==> config.mk <==
export PLATFORM = sky130hd
export DESIGN_NAME = demeaned_sample_differentiator
export DESIGN_NICKNAME = d
export VERILOG_FILES = /design/src/dsd_pkg.sv /design/src/dsd_cfg.sv /design/src/dsd_mult.sv /design/src/dsd_core.sv /design/src/demeaned_sample_differentiator.sv
export SDC_FILE = /design/constraint.sdc
export NUM_CORES = 2
export LEC_CHECK = 0
export ABC_AREA = 0
export BUFFER_PORTS_ARGS = -buffer_cell sky130_fd_sc_hd__buf_4
export CAP_MARGIN = 20
export CORE_MARGIN = 3
export CORE_UTILIZATION = 65
export CTS_CLUSTER_SIZE = 12
export DETAILED_ROUTE_END_ITERATION = 10
export PLACE_DENSITY = 0.82
export SLEW_MARGIN = 20
export SYNTH_ARGS = -nofsm -noshare
export SYNTH_HDL_FRONTEND = slang
export SYNTH_HIERARCHICAL = 1
export SYNTH_SLANG_ARGS = --single-unit
export TNS_END_PERCENT = 30
==> constraint.sdc <==
create_clock -name aclk -period 23.6 [get_ports aclk]
set_input_delay 7.08 -clock aclk [delete_from_list [all_inputs] [get_ports aclk]]
set_output_delay 7.08 -clock aclk [all_outputs]
set_load 0.005 [all_outputs]
==> src/dsd_pkg.sv <==
`timescale 1ns / 1ps
// ----------------------------------------------------------------------------
// dsd_pkg
// Shared types and constants of the demeaned sample differentiator.
// ----------------------------------------------------------------------------
package dsd_pkg;

    localparam int SAMPLE_W  = 32;
    localparam int VALUE_W   = 64;
    localparam int AVG_W     = 49;
    localparam int ERR_W     = 50;
    localparam int DM_W      = 33;
    localparam int FIRST_W   = 50;
    localparam int D2_W      = 51;
    localparam int FRAC_W    = 16;
    localparam int MUL_A_W   = 35;
    localparam int MUL_B_W   = 16;
    localparam int MUL_P_W   = 51;
    localparam int CFG_IDX_W = 2;
    localparam int CFG_DAT_W = 24;
    localparam int WARM_W    = 24;

    localparam logic [15:0] RATE_RST = 16'd100;
    localparam logic [15:0] GAIN_RST = 16'd66;

    typedef enum logic [CFG_IDX_W-1:0] {
        REG_DIFF_ORDER  = 2'd0,
        REG_SAMPLE_RATE = 2'd1,
        REG_AVG_GAIN    = 2'd2,
        REG_WARMUP      = 2'd3
    } cfg_idx_t;

    typedef struct packed {
        logic              diff_order;
        logic [15:0]       sample_rate;
        logic [15:0]       avg_gain;
        logic [WARM_W-1:0] warmup_samples;
    } cfg_t;

    typedef struct packed {
        logic               valid;
        logic               ready_res;
        logic [VALUE_W-1:0] value;
    } res_t;

    typedef enum logic [3:0] {
        S_IDLE,
        S_ERR,
        S_MLO,
        S_MHI,
        S_AVG,
        S_DM,
        S_D1,
        S_F1,
        S_D2LO,
        S_D2HI,
        S_SAT,
        S_FIN
    } state_t;

endpackage

==> src/dsd_cfg.sv <==
`timescale 1ns / 1ps
// ----------------------------------------------------------------------------
// dsd_cfg
// Configuration register bank written through the index/data channel.
// ----------------------------------------------------------------------------
module dsd_cfg
    import dsd_pkg::*;
(
    input  logic                 aclk,
    input  logic                 aresetn,
    input  logic                 cfg_valid,
    output logic                 cfg_ready,
    input  logic [CFG_IDX_W-1:0] cfg_index,
    input  logic [CFG_DAT_W-1:0] cfg_data,
    output cfg_t                 cfg
);

    cfg_t cfg_reg;
    cfg_t cfg_next;

    assign cfg_ready = 1'b1;
    assign cfg       = cfg_reg;

    always_comb begin
        cfg_next = cfg_reg;
        if (cfg_valid) begin
            unique case (cfg_idx_t'(cfg_index))
                REG_DIFF_ORDER:  cfg_next.diff_order     = cfg_data[0];
                REG_SAMPLE_RATE: cfg_next.sample_rate    = cfg_data[15:0];
                REG_AVG_GAIN:    cfg_next.avg_gain       = cfg_data[15:0];
                REG_WARMUP:      cfg_next.warmup_samples = cfg_data[WARM_W-1:0];
                default:         cfg_next = cfg_reg;
            endcase
        end
    end

    always_ff @(posedge aclk) begin
        if (!aresetn) begin
            cfg_reg.diff_order     <= 1'b0;
            cfg_reg.sample_rate    <= RATE_RST;
            cfg_reg.avg_gain       <= GAIN_RST;
            cfg_reg.warmup_samples <= '0;
        end else begin
            cfg_reg <= cfg_next;
        end
    end

endmodule

==> src/dsd_mult.sv <==
`timescale 1ns / 1ps
// ----------------------------------------------------------------------------
// dsd_mult
// Shared signed-by-unsigned multiplier with registered product.
// ----------------------------------------------------------------------------
module dsd_mult
    import dsd_pkg::*;
(
    input  logic                      aclk,
    input  logic signed [MUL_A_W-1:0] mul_a,
    input  logic        [MUL_B_W-1:0] mul_b,
    output logic signed [MUL_P_W-1:0] mul_p
);

    logic signed [MUL_B_W:0]   b_ext;
    logic signed [MUL_P_W:0]   prod;
    logic signed [MUL_P_W-1:0] prod_reg;

    assign b_ext = $signed({1'b0, mul_b});
    assign prod  = mul_a * b_ext;
    assign mul_p = prod_reg;

    always_ff @(posedge aclk) begin
        prod_reg <= prod[MUL_P_W-1:0];
    end

endmodule

==> src/dsd_core.sv <==
`timescale 1ns / 1ps
// ----------------------------------------------------------------------------
// dsd_core
// Sequencer and state: running average, mean removal, differences.
// ----------------------------------------------------------------------------
module dsd_core
    import dsd_pkg::*;
(
    input  logic                      aclk,
    input  logic                      aresetn,
    input  cfg_t                      cfg,
    input  logic                      in_valid,
    output logic                      in_ready,
    input  logic signed [SAMPLE_W-1:0] in_sample,
    input  logic                      in_restart,
    output res_t                      res,
    input  logic                      res_ready,
    output logic signed [MUL_A_W-1:0] mul_a,
    output logic        [MUL_B_W-1:0] mul_b,
    input  logic signed [MUL_P_W-1:0] mul_p
);

    localparam logic signed [VALUE_W-1:0] VAL_MAX = {1'b0, {(VALUE_W-1){1'b1}}};
    localparam logic signed [VALUE_W-1:0] VAL_MIN = {1'b1, {(VALUE_W-1){1'b0}}};

    state_t                     state_reg, state_next;
    logic signed [SAMPLE_W-1:0] x_reg, x_next;
    logic signed [ERR_W-1:0]    err_reg, err_next;
    logic        [FRAC_W-1:0]   frac_reg, frac_next;
    logic        [31:0]         lo_reg, lo_next;
    logic signed [AVG_W-1:0]    avg_reg, avg_next;
    logic signed [DM_W-1:0]     dm_reg, dm_next;
    logic signed [DM_W-1:0]     prev_dm_reg, prev_dm_next;
    logic signed [FIRST_W-1:0]  prev_first_reg, prev_first_next;
    logic signed [D2_W-1:0]     d2_reg, d2_next;
    logic        [WARM_W-1:0]   warm_reg, warm_next;
    logic        [VALUE_W-1:0]  value_reg, value_next;
    logic                       flag_reg, flag_next;

    logic signed [AVG_W+1:0]    avg_sum;
    logic signed [DM_W:0]       dm_full;
    logic signed [DM_W:0]       d1_in;
    logic signed [FIRST_W-1:0]  first;
    logic signed [67:0]         sat_sum;

    assign in_ready = (state_reg == S_IDLE);

    assign avg_sum = {{2{avg_reg[AVG_W-1]}}, avg_reg}
                   + mul_p
                   + $signed({35'd0, frac_reg});
    assign dm_full = {x_reg[SAMPLE_W-1], x_reg[SAMPLE_W-1], x_reg}
                   - {avg_reg[AVG_W-1], avg_reg[AVG_W-1:FRAC_W]};
    assign d1_in   = {dm_reg[DM_W-1], dm_reg} - {prev_dm_reg[DM_W-1], prev_dm_reg};
    assign first   = mul_p[FIRST_W-1:0];
    assign sat_sum = $signed({mul_p[MUL_P_W-1], mul_p, 16'h0000})
                   + $signed({36'd0, lo_reg});

    always_comb begin
        state_next      = state_reg;
        x_next          = x_reg;
        err_next        = err_reg;
        frac_next       = frac_reg;
        lo_next         = lo_reg;
        avg_next        = avg_reg;
        dm_next         = dm_reg;
        prev_dm_next    = prev_dm_reg;
        prev_first_next = prev_first_reg;
        d2_next         = d2_reg;
        warm_next       = warm_reg;
        value_next      = value_reg;
        flag_next       = flag_reg;
        mul_a           = '0;
        mul_b           = cfg.sample_rate;
        res.valid       = 1'b0;
        res.ready_res   = flag_reg;
        res.value       = value_reg;

        unique case (state_reg)
            S_IDLE: begin
                if (in_valid) begin
                    x_next = in_sample;
                    if (in_restart) begin
                        avg_next        = '0;
                        prev_dm_next    = '0;
                        prev_first_next = '0;
                        warm_next       = '0;
                    end
                    state_next = S_ERR;
                end
            end
            S_ERR: begin
                err_next = {x_reg[SAMPLE_W-1], x_reg[SAMPLE_W-1], x_reg, 16'h0000}
                         - {avg_reg[AVG_W-1], avg_reg};
                state_next = S_MLO;
            end
            S_MLO: begin
                mul_a      = $signed({19'd0, err_reg[FRAC_W-1:0]});
                mul_b      = cfg.avg_gain;
                state_next = S_MHI;
            end
            S_MHI: begin
                mul_a      = {err_reg[ERR_W-1], err_reg[ERR_W-1:FRAC_W]};
                mul_b      = cfg.avg_gain;
                frac_next  = mul_p[31:16];
                state_next = S_AVG;
            end
            S_AVG: begin
                avg_next   = avg_sum[AVG_W-1:0];
                state_next = S_DM;
            end
            S_DM: begin
                dm_next = dm_full[DM_W-1:0];
                if (warm_reg < cfg.warmup_samples) begin
                    warm_next  = warm_reg + 1'b1;
                    value_next = {{(VALUE_W-DM_W-1){dm_full[DM_W]}}, dm_full};
                    flag_next  = 1'b0;
                    state_next = S_FIN;
                end else begin
                    state_next = S_D1;
                end
            end
            S_D1: begin
                mul_a      = {d1_in[DM_W], d1_in};
                state_next = S_F1;
            end
            S_F1: begin
                prev_dm_next    = dm_reg;
                prev_first_next = first;
                flag_next       = 1'b1;
                if (!cfg.diff_order) begin
                    value_next = {{(VALUE_W-FIRST_W){first[FIRST_W-1]}}, first};
                    state_next = S_FIN;
                end else begin
                    d2_next = {first[FIRST_W-1], first}
                            - {prev_first_reg[FIRST_W-1], prev_first_reg};
                    state_next = S_D2LO;
                end
            end
            S_D2LO: begin
                mul_a      = $signed({19'd0, d2_reg[FRAC_W-1:0]});
                state_next = S_D2HI;
            end
            S_D2HI: begin
                mul_a      = d2_reg[D2_W-1:FRAC_W];
                lo_next    = mul_p[31:0];
                state_next = S_SAT;
            end
            S_SAT: begin
                if (sat_sum[67:63] != {5{sat_sum[63]}}) begin
                    value_next = sat_sum[67] ? VAL_MIN : VAL_MAX;
                end else begin
                    value_next = sat_sum[VALUE_W-1:0];
                end
                state_next = S_FIN;
            end
            S_FIN: begin
                res.valid = 1'b1;
                if (res_ready) begin
                    state_next = S_IDLE;
                end
            end
            default: state_next = S_IDLE;
        endcase
    end

    always_ff @(posedge aclk) begin
        if (!aresetn) begin
            state_reg      <= S_IDLE;
            avg_reg        <= '0;
            prev_dm_reg    <= '0;
            prev_first_reg <= '0;
            warm_reg       <= '0;
        end else begin
            state_reg      <= state_next;
            avg_reg        <= avg_next;
            prev_dm_reg    <= prev_dm_next;
            prev_first_reg <= prev_first_next;
            warm_reg       <= warm_next;
        end
    end

    always_ff @(posedge aclk) begin
        x_reg     <= x_next;
        err_reg   <= err_next;
        frac_reg  <= frac_next;
        lo_reg    <= lo_next;
        dm_reg    <= dm_next;
        d2_reg    <= d2_next;
        value_reg <= value_next;
        flag_reg  <= flag_next;
    end

    a_busy_not_ready: assert property (@(posedge aclk) disable iff (!aresetn)
        (state_reg != S_IDLE) |-> !in_ready)
        else $error("input taken while sequencer busy");

    a_restart_clears: assert property (@(posedge aclk) disable iff (!aresetn)
        (in_valid && in_ready && in_restart) |=> (warm_reg == '0 && avg_reg == '0))
        else $error("restart did not clear state");

    a_warm_flag: assert property (@(posedge aclk) disable iff (!aresetn)
        (state_reg == S_DM && warm_reg < cfg.warmup_samples) |=> !flag_reg)
        else $error("warm-up result flagged as derivative");

    a_res_from_fin: assert property (@(posedge aclk) disable iff (!aresetn)
        res.valid |-> (state_reg == S_FIN))
        else $error("result raised outside final state");

endmodule

==> src/demeaned_sample_differentiator.sv <==
`timescale 1ns / 1ps
// ----------------------------------------------------------------------------
// demeaned_sample_differentiator
// Running-average removal followed by a scaled first or second difference.
// ----------------------------------------------------------------------------
// Input words arrive on s_* (sample in tdata, restart flag in tuser); one
// result word per input leaves on m_* (value in tdata, derivative flag in
// tuser). Registers are to be written over cfg_* by the user only while
// the block is idle; the block itself does not enforce this. One shared
// 35x16 multiplier serves the average update and both differences under a
// small sequencer; the block takes one word at a time. An accepted word
// passes the error step, the low and high average multiplies, the average
// update and mean removal; outside warm-up it goes on to the first
// difference and, for the second order, the low and high scaling multiplies and saturation.
// The result goes into an output register; while the receiver stalls with
// a word pending, the sequencer holds its last step and s_tready stays low.
// Synchronous reset clears the average, history, warm-up count and output
// valid, and loads the register defaults.
// ----------------------------------------------------------------------------
module demeaned_sample_differentiator
    import dsd_pkg::*;
(
    input  logic                 aclk,
    input  logic                 aresetn,
    input  logic                 s_tvalid,
    output logic                 s_tready,
    input  logic [31:0]          s_tdata,   // [31:0] sample_in
    input  logic                 s_tuser,   // [0] restart
    output logic                 m_tvalid,
    input  logic                 m_tready,
    output logic [63:0]          m_tdata,   // [63:0] value_out
    output logic                 m_tuser,   // [0] ready_res
    input  logic                 cfg_valid,
    output logic                 cfg_ready,
    input  logic [CFG_IDX_W-1:0] cfg_index,
    input  logic [CFG_DAT_W-1:0] cfg_data
);

    cfg_t                      cfg;
    res_t                      res;
    logic                      res_ready;
    logic signed [MUL_A_W-1:0] mul_a;
    logic        [MUL_B_W-1:0] mul_b;
    logic signed [MUL_P_W-1:0] mul_p;

    logic                      out_valid_reg, out_valid_next;
    logic [VALUE_W-1:0]        out_data_reg, out_data_next;
    logic                      out_user_reg, out_user_next;

    dsd_cfg u_cfg (
        .aclk      (aclk),
        .aresetn   (aresetn),
        .cfg_valid (cfg_valid),
        .cfg_ready (cfg_ready),
        .cfg_index (cfg_index),
        .cfg_data  (cfg_data),
        .cfg       (cfg)
    );

    dsd_mult u_mult (
        .aclk  (aclk),
        .mul_a (mul_a),
        .mul_b (mul_b),
        .mul_p (mul_p)
    );

    dsd_core u_core (
        .aclk       (aclk),
        .aresetn    (aresetn),
        .cfg        (cfg),
        .in_valid   (s_tvalid),
        .in_ready   (s_tready),
        .in_sample  ($signed(s_tdata)),
        .in_restart (s_tuser),
        .res        (res),
        .res_ready  (res_ready),
        .mul_a      (mul_a),
        .mul_b      (mul_b),
        .mul_p      (mul_p)
    );

    assign res_ready = !out_valid_reg || m_tready;
    assign m_tvalid  = out_valid_reg;
    assign m_tdata   = out_data_reg;
    assign m_tuser   = out_user_reg;

    always_comb begin
        out_valid_next = out_valid_reg;
        out_data_next  = out_data_reg;
        out_user_next  = out_user_reg;
        if (m_tready) begin
            out_valid_next = 1'b0;
        end
        if (res.valid && res_ready) begin
            out_valid_next = 1'b1;
            out_data_next  = res.value;
            out_user_next  = res.ready_res;
        end
    end

    always_ff @(posedge aclk) begin
        if (!aresetn) begin
            out_valid_reg <= 1'b0;
        end else begin
            out_valid_reg <= out_valid_next;
        end
    end

    always_ff @(posedge aclk) begin
        out_data_reg <= out_data_next;
        out_user_reg <= out_user_next;
    end

endmodule

* Word-level counts from Yosys, hierarchy flattened *
Cells that the tools add are included.

word-level totals
  flip-flop bits (word level) = 613

cells by class
  add/sub/neg operators = 8
  $mul = 1
  $lt $le $gt $ge = 1
  eq/ne operators = 20
  mux-type cells = 30
  reduce and logical (&&, ||, !) cells = 24

operator list
  cell                   number
  $mux 64                4
  $pmux 64 s3            1
  $pmux 35 s5            1
  $mux 50                2
  $pmux 50 s2            1
  $mux 49                2
  $pmux 49 s2            1
  $mux 24                3
  $add 67x33->68         1
  $mux 33                2
  $pmux 33 s2            1
  $mul 35x17->51         1
  $sub 50x50->51         1
  $sub 48x49->50         1
  $add 49x16->49         1
  $add 49x49->49         1
  $pmux 24 s2            1
  $pmux 4 s12            1
  $sub 32x33->34         1
  $sub 33x33->34         1
  $add 24x1->24 const B  1
  $lt 24x24->1           1
  $eq 4x3->1 const B     4
  $eq 4x4->1 const B     4
  other kinds (23)       46

* Depth between registers and ports, before layout *
  depth in word-level cells = 4
  gate-level depth with buffers = 39
  gate-level depth less buffers = 37

* By module *
Netlist, hierarchy kept.

by module, submodules not included
  module                          instances  cells each  area an instance (µm²)
  dsd_core                        1          3,150       29,062.9
  dsd_mult                        1          2,215       20,161.8
  dsd_cfg                         1          219         2,188.3
  demeaned_sample_differentiator  1          70          2,009.4

* Least setup slack after synthesis *
No wires, ideal clock.

  kind = input-to-reg
  start point = input s_tvalid
  end point = register u_core.avg_reg[48]
  setup time = 0.123 ns
  data arrival time = 8.861 ns
  path slack = 14.616 ns
  stages = 8
  path buffers = 0
  path through = and2_1 > nand2_1 > nand2_1 > o221ai_1 > o21ai_0 > nor4_1 > nand2_1 > nand3_1

between the ends
  cells in the longest elaborated chain, start to end = 2

ends and longest elaborated chain
  what                               line                                  text
  start: declaration                 demeaned_sample_differentiator.sv:25  input logic s_tvalid,
  $ne 2x2->1 (no source line)        -
  $reduce_and 3->1 (no source line)  -
  end signal: assignment             dsd_core.sv:175                       avg_reg <= avg_next;
  end: declaration                   dsd_core.sv:31                        logic signed [AVG_W-1:0] avg_reg, avg_next;

Every way passes these cells.
A chain may end at the register's enable or synchronous reset.

* Worst setup path in the final report *
  start point = input s_tvalid
  end point = register u_core.avg_reg[45]

The elaborated chain is that of the path after synthesis.

==> flow_metrics.tcl <==
set metrics [dict create \
    status "finished clean" \
    final-max-slew-violation-count 0 \
    power.combinational.fraction 0.386 \
    crit_path_end_kind "flop" \
    tritoncts "yes" \
    global_route_wire_length_before_repair_um 237100 \
    finalSetupTns_ps 0 \
    grt_start_max_net_pins 85 \
    ant_nets 0 \
    number_of_buffers_and_inverters_on_the_critical_path 2 \
    final_net_count 6619 \
    post_detailed_placement_cell_area_mm2 0.05523 \
    post_detailed_route_drc_marker_count 0 \
    ctsRootBufferMaster "clkbuf_16" \
    floorplan.die_area_mm2 0.08566 \
    setup_viol_count_final 0 \
    cts.sinks 613 \
    hp-class "reg2reg" \
    dp_slack_ps 13270 \
    seqPwrFrac 0.344 \
    synth_edf_count 344 \
    syn_area_per_cell_um2 9.449 \
    io_pins 132 \
    cellLeakagePower_nw 24.67 \
    clock_power_share 0.270 \
    final_layout_size_suffix_gt1_frac 0.06924 \
    critical_path.slowest_cell "nor2_1" \
    synth_top_flop_cell "edfxtp_1" \
    path_delay_family "simple AND/OR/NAND/NOR gates" \
    synth.yosys.seq_area_share 0.2942 \
    timing.final.ws_setup_ps 13840 \
    path_cells "buf_4, and2_2, nand2_2, buf_4, nand2_2, nor2_1, nand2_1, o211ai_1" \
    initial_core_util 0.6600 \
    postSynthCellCount 5654 \
    first_global_vias 42278 \
    timing.max_cap.violations 0 \
    switching_share 0.3833 \
    final_util 0.7095 \
    vias_per_cell 6.211 \
    detailroute.via_count 42025 \
    final_period_minus_worst_setup_slack_ps 9765 \
    routed_wl_per_cell_um 22.26 \
    crit_path_max_fanout 61 \
    asr_flop_ratio_synth 0 \
    hold_violations 0 \
    clkLatencyLatePin_ps 630 \
    final_cell_mix "780 x inv_1, 698 x nand2_1, 547 x fa_1" \
    initialDrtViolationCount 4308 \
    drt_pass1_iterations 8 \
    buffer_ports.inserted 130 \
    row_count 104 \
    skew_ps 31.86 \
    maxSlewHeadroom 0.2594 \
    coreArea_mm2 0.08094 \
    yosys_register_bits 613 \
    post_cts_hold_buffer_count 0 \
    clock_tree.buffer_depth 3 \
    detailed_place_hpwl_um 114100 \
    crit_required_ps 24120 \
    worstSetupStartpointType "input pin" \
    htree_levels 3 \
    grt_antenna_before_repair 3 \
    ys_types 98 \
    post_cts_setup_repair_buffer_count 0 \
    drt-total-wl_um 150600 \
    max-vdd-ir-drop_v 0.00005766 \
    final_cell_area_mm2 0.05742 \
    mostFrequentLayoutCell "inv_1" \
    floorplan.die.width_um 292.7 \
    power-per-cell-area_mw_per_mm2 67.80 \
    top_achievable_clock_speed_ghz 0.1024 \
    timing.final.crit_share 0.4138 \
    pint_mw 2.401 \
    globalRoute.totalOverflow 0 \
    globalRouteTotalUtil 0.3543 \
    cts.clk_slew.worst_paths_ps 60 \
    area_growth_syn_to_layout_pct 7.488 \
    synth_area_mm2 0.05342 \
    unrepaired_setup_endpoints_after_global_routing "false" \
    cts_repair_resize_count 0 \
    die_y_um 292.7 \
    worst-slew-pin-transition_ps 1111 \
    worst_ep_arrival_ps 10280 \
    cts_buffers 68 \
    postSynthNetCount 6622 \
    synth_warnings 6 \
    critPathKind "in2reg" \
    routabilityCongestion 1.007 \
    critical-path-max-stage-delay_ps 910 \
    total_switching_power_mw 1.492 \
]
## layout make-up
| cell class | count | area, µm² |
|---|---|---|
| Antenna cell | 1 | 2.502 |
| Clock buffer | 102 | 1952 |
| Clock inverter | 22 | 242.7 |
| Fill cell | 5983 | 23520 |
| Inverter | 782 | 2940 |
| Multi-Input combinational cell | 4000 | 33850 |
| Sequential cell | 613 | 15720 |
| Tap cell | 1060 | 1326 |
| Timing Repair Buffer | 186 | 1396 |
## cells in the mapped netlist (40+ instances only)
cell	n	share of area
a21o_1	132	0.019
ha_1	357	0.084
nand2_1	700	0.049
clkbuf_1	229	0.016
xor2_1	116	0.019
a21oi_1	340	0.032
dfxtp_1	269	0.10
nand3_1	122	0.011
nand4_1	54	0.0063
inv_1	782	0.055
mux2i_1	58	0.011
and3_1	40	0.0047
a22oi_1	86	0.012
o21ai_0	200	0.019
fa_1	547	0.20
nor2_1	243	0.017
nor3_1	57	0.0053
xnor2_1	192	0.031
edfxtp_1	344	0.19
o21bai_1	44	0.0062
and2_1	214	0.025
## worst paths after layout
path / from / endpoint / slack, ps / cells after the start
worst min register to register: u_core/flag_reg / m_tuser / 410 / 0
worst max register to register: u_core/dm_reg[0] / u_mult/mul_p[50] / 14100 / 34
worst min-delay path: u_core/flag_reg / m_tuser / 410 / 0
worst max-delay path: s_tvalid / u_core/avg_reg[45] / 13840 / 8
## metrics by stage
stage / cells / hold WS [ps] / power (mW)
finish: 6766 / 409.3 / 3.893
detailed placement: 6641 / 404.5 / 2.787
CTS: 6765 / 411.7 / 3.859
global placement: 6641 / 400.9 / 2.773
global route: 6765 / 421.1 / 4.071
floorplan: 5654 / 400.3 / 2.342
## worst register-to-register path, delay by kind of cell, from the launching register on
| family | cells | cell delay (ps) |
|---|---|---|
| adder cells (fa/ha/maj) | 9 | 4050 |
| flip-flops | 1 | 380 |
| buffers and inverters | 5 | 310 |
| AND/OR/NAND/NOR | 10 | 1800 |
| AO/OA/AOI/OAI | 8 | 2590 |
| XOR/XNOR | 2 | 240 |
## cell families (layout without fill, tap and decap cells)
logic type	count (synthesis)	after routing	synth area share
other	1	2	0.00007020
adders and majority gates	904	904	0.2886
and+or+nand+nor	1602	1602	0.1419
AOI/OAI and AO/OA	1110	1110	0.1357
muxes	75	75	0.01445
buffers and inverters	1041	1092	0.07467
xor gates and xnor gates	308	308	0.05050
DFF	613	613	0.2942
## layer usage
layer  global-route usage  share of wire  vias to the layer above
li1                     -              -                    18926
met1               0.4722           0.39                    20534
met2               0.5663           0.46                     2169
met3              0.06968           0.10                      396
met4               0.1598          0.049                        0
met5                    0              0                        -
## power by group through the flow
| stage | logic (mW) | registers, mW | clock network (mW) |
|---|---|---|---|
| after global placement | 1.42 | 1.35 | 0 |
| after detailed placement | 1.43 | 1.35 | 0 |
| after CTS | 1.46 | 1.33 | 1.07 |
| final | 1.50 | 1.34 | 1.05 |
| after floorplan | 1.03 | 1.31 | 0 |
| after global routing | 1.62 | 1.34 | 1.11 |
No activity file was read; power rests on OpenSTA's default activity.
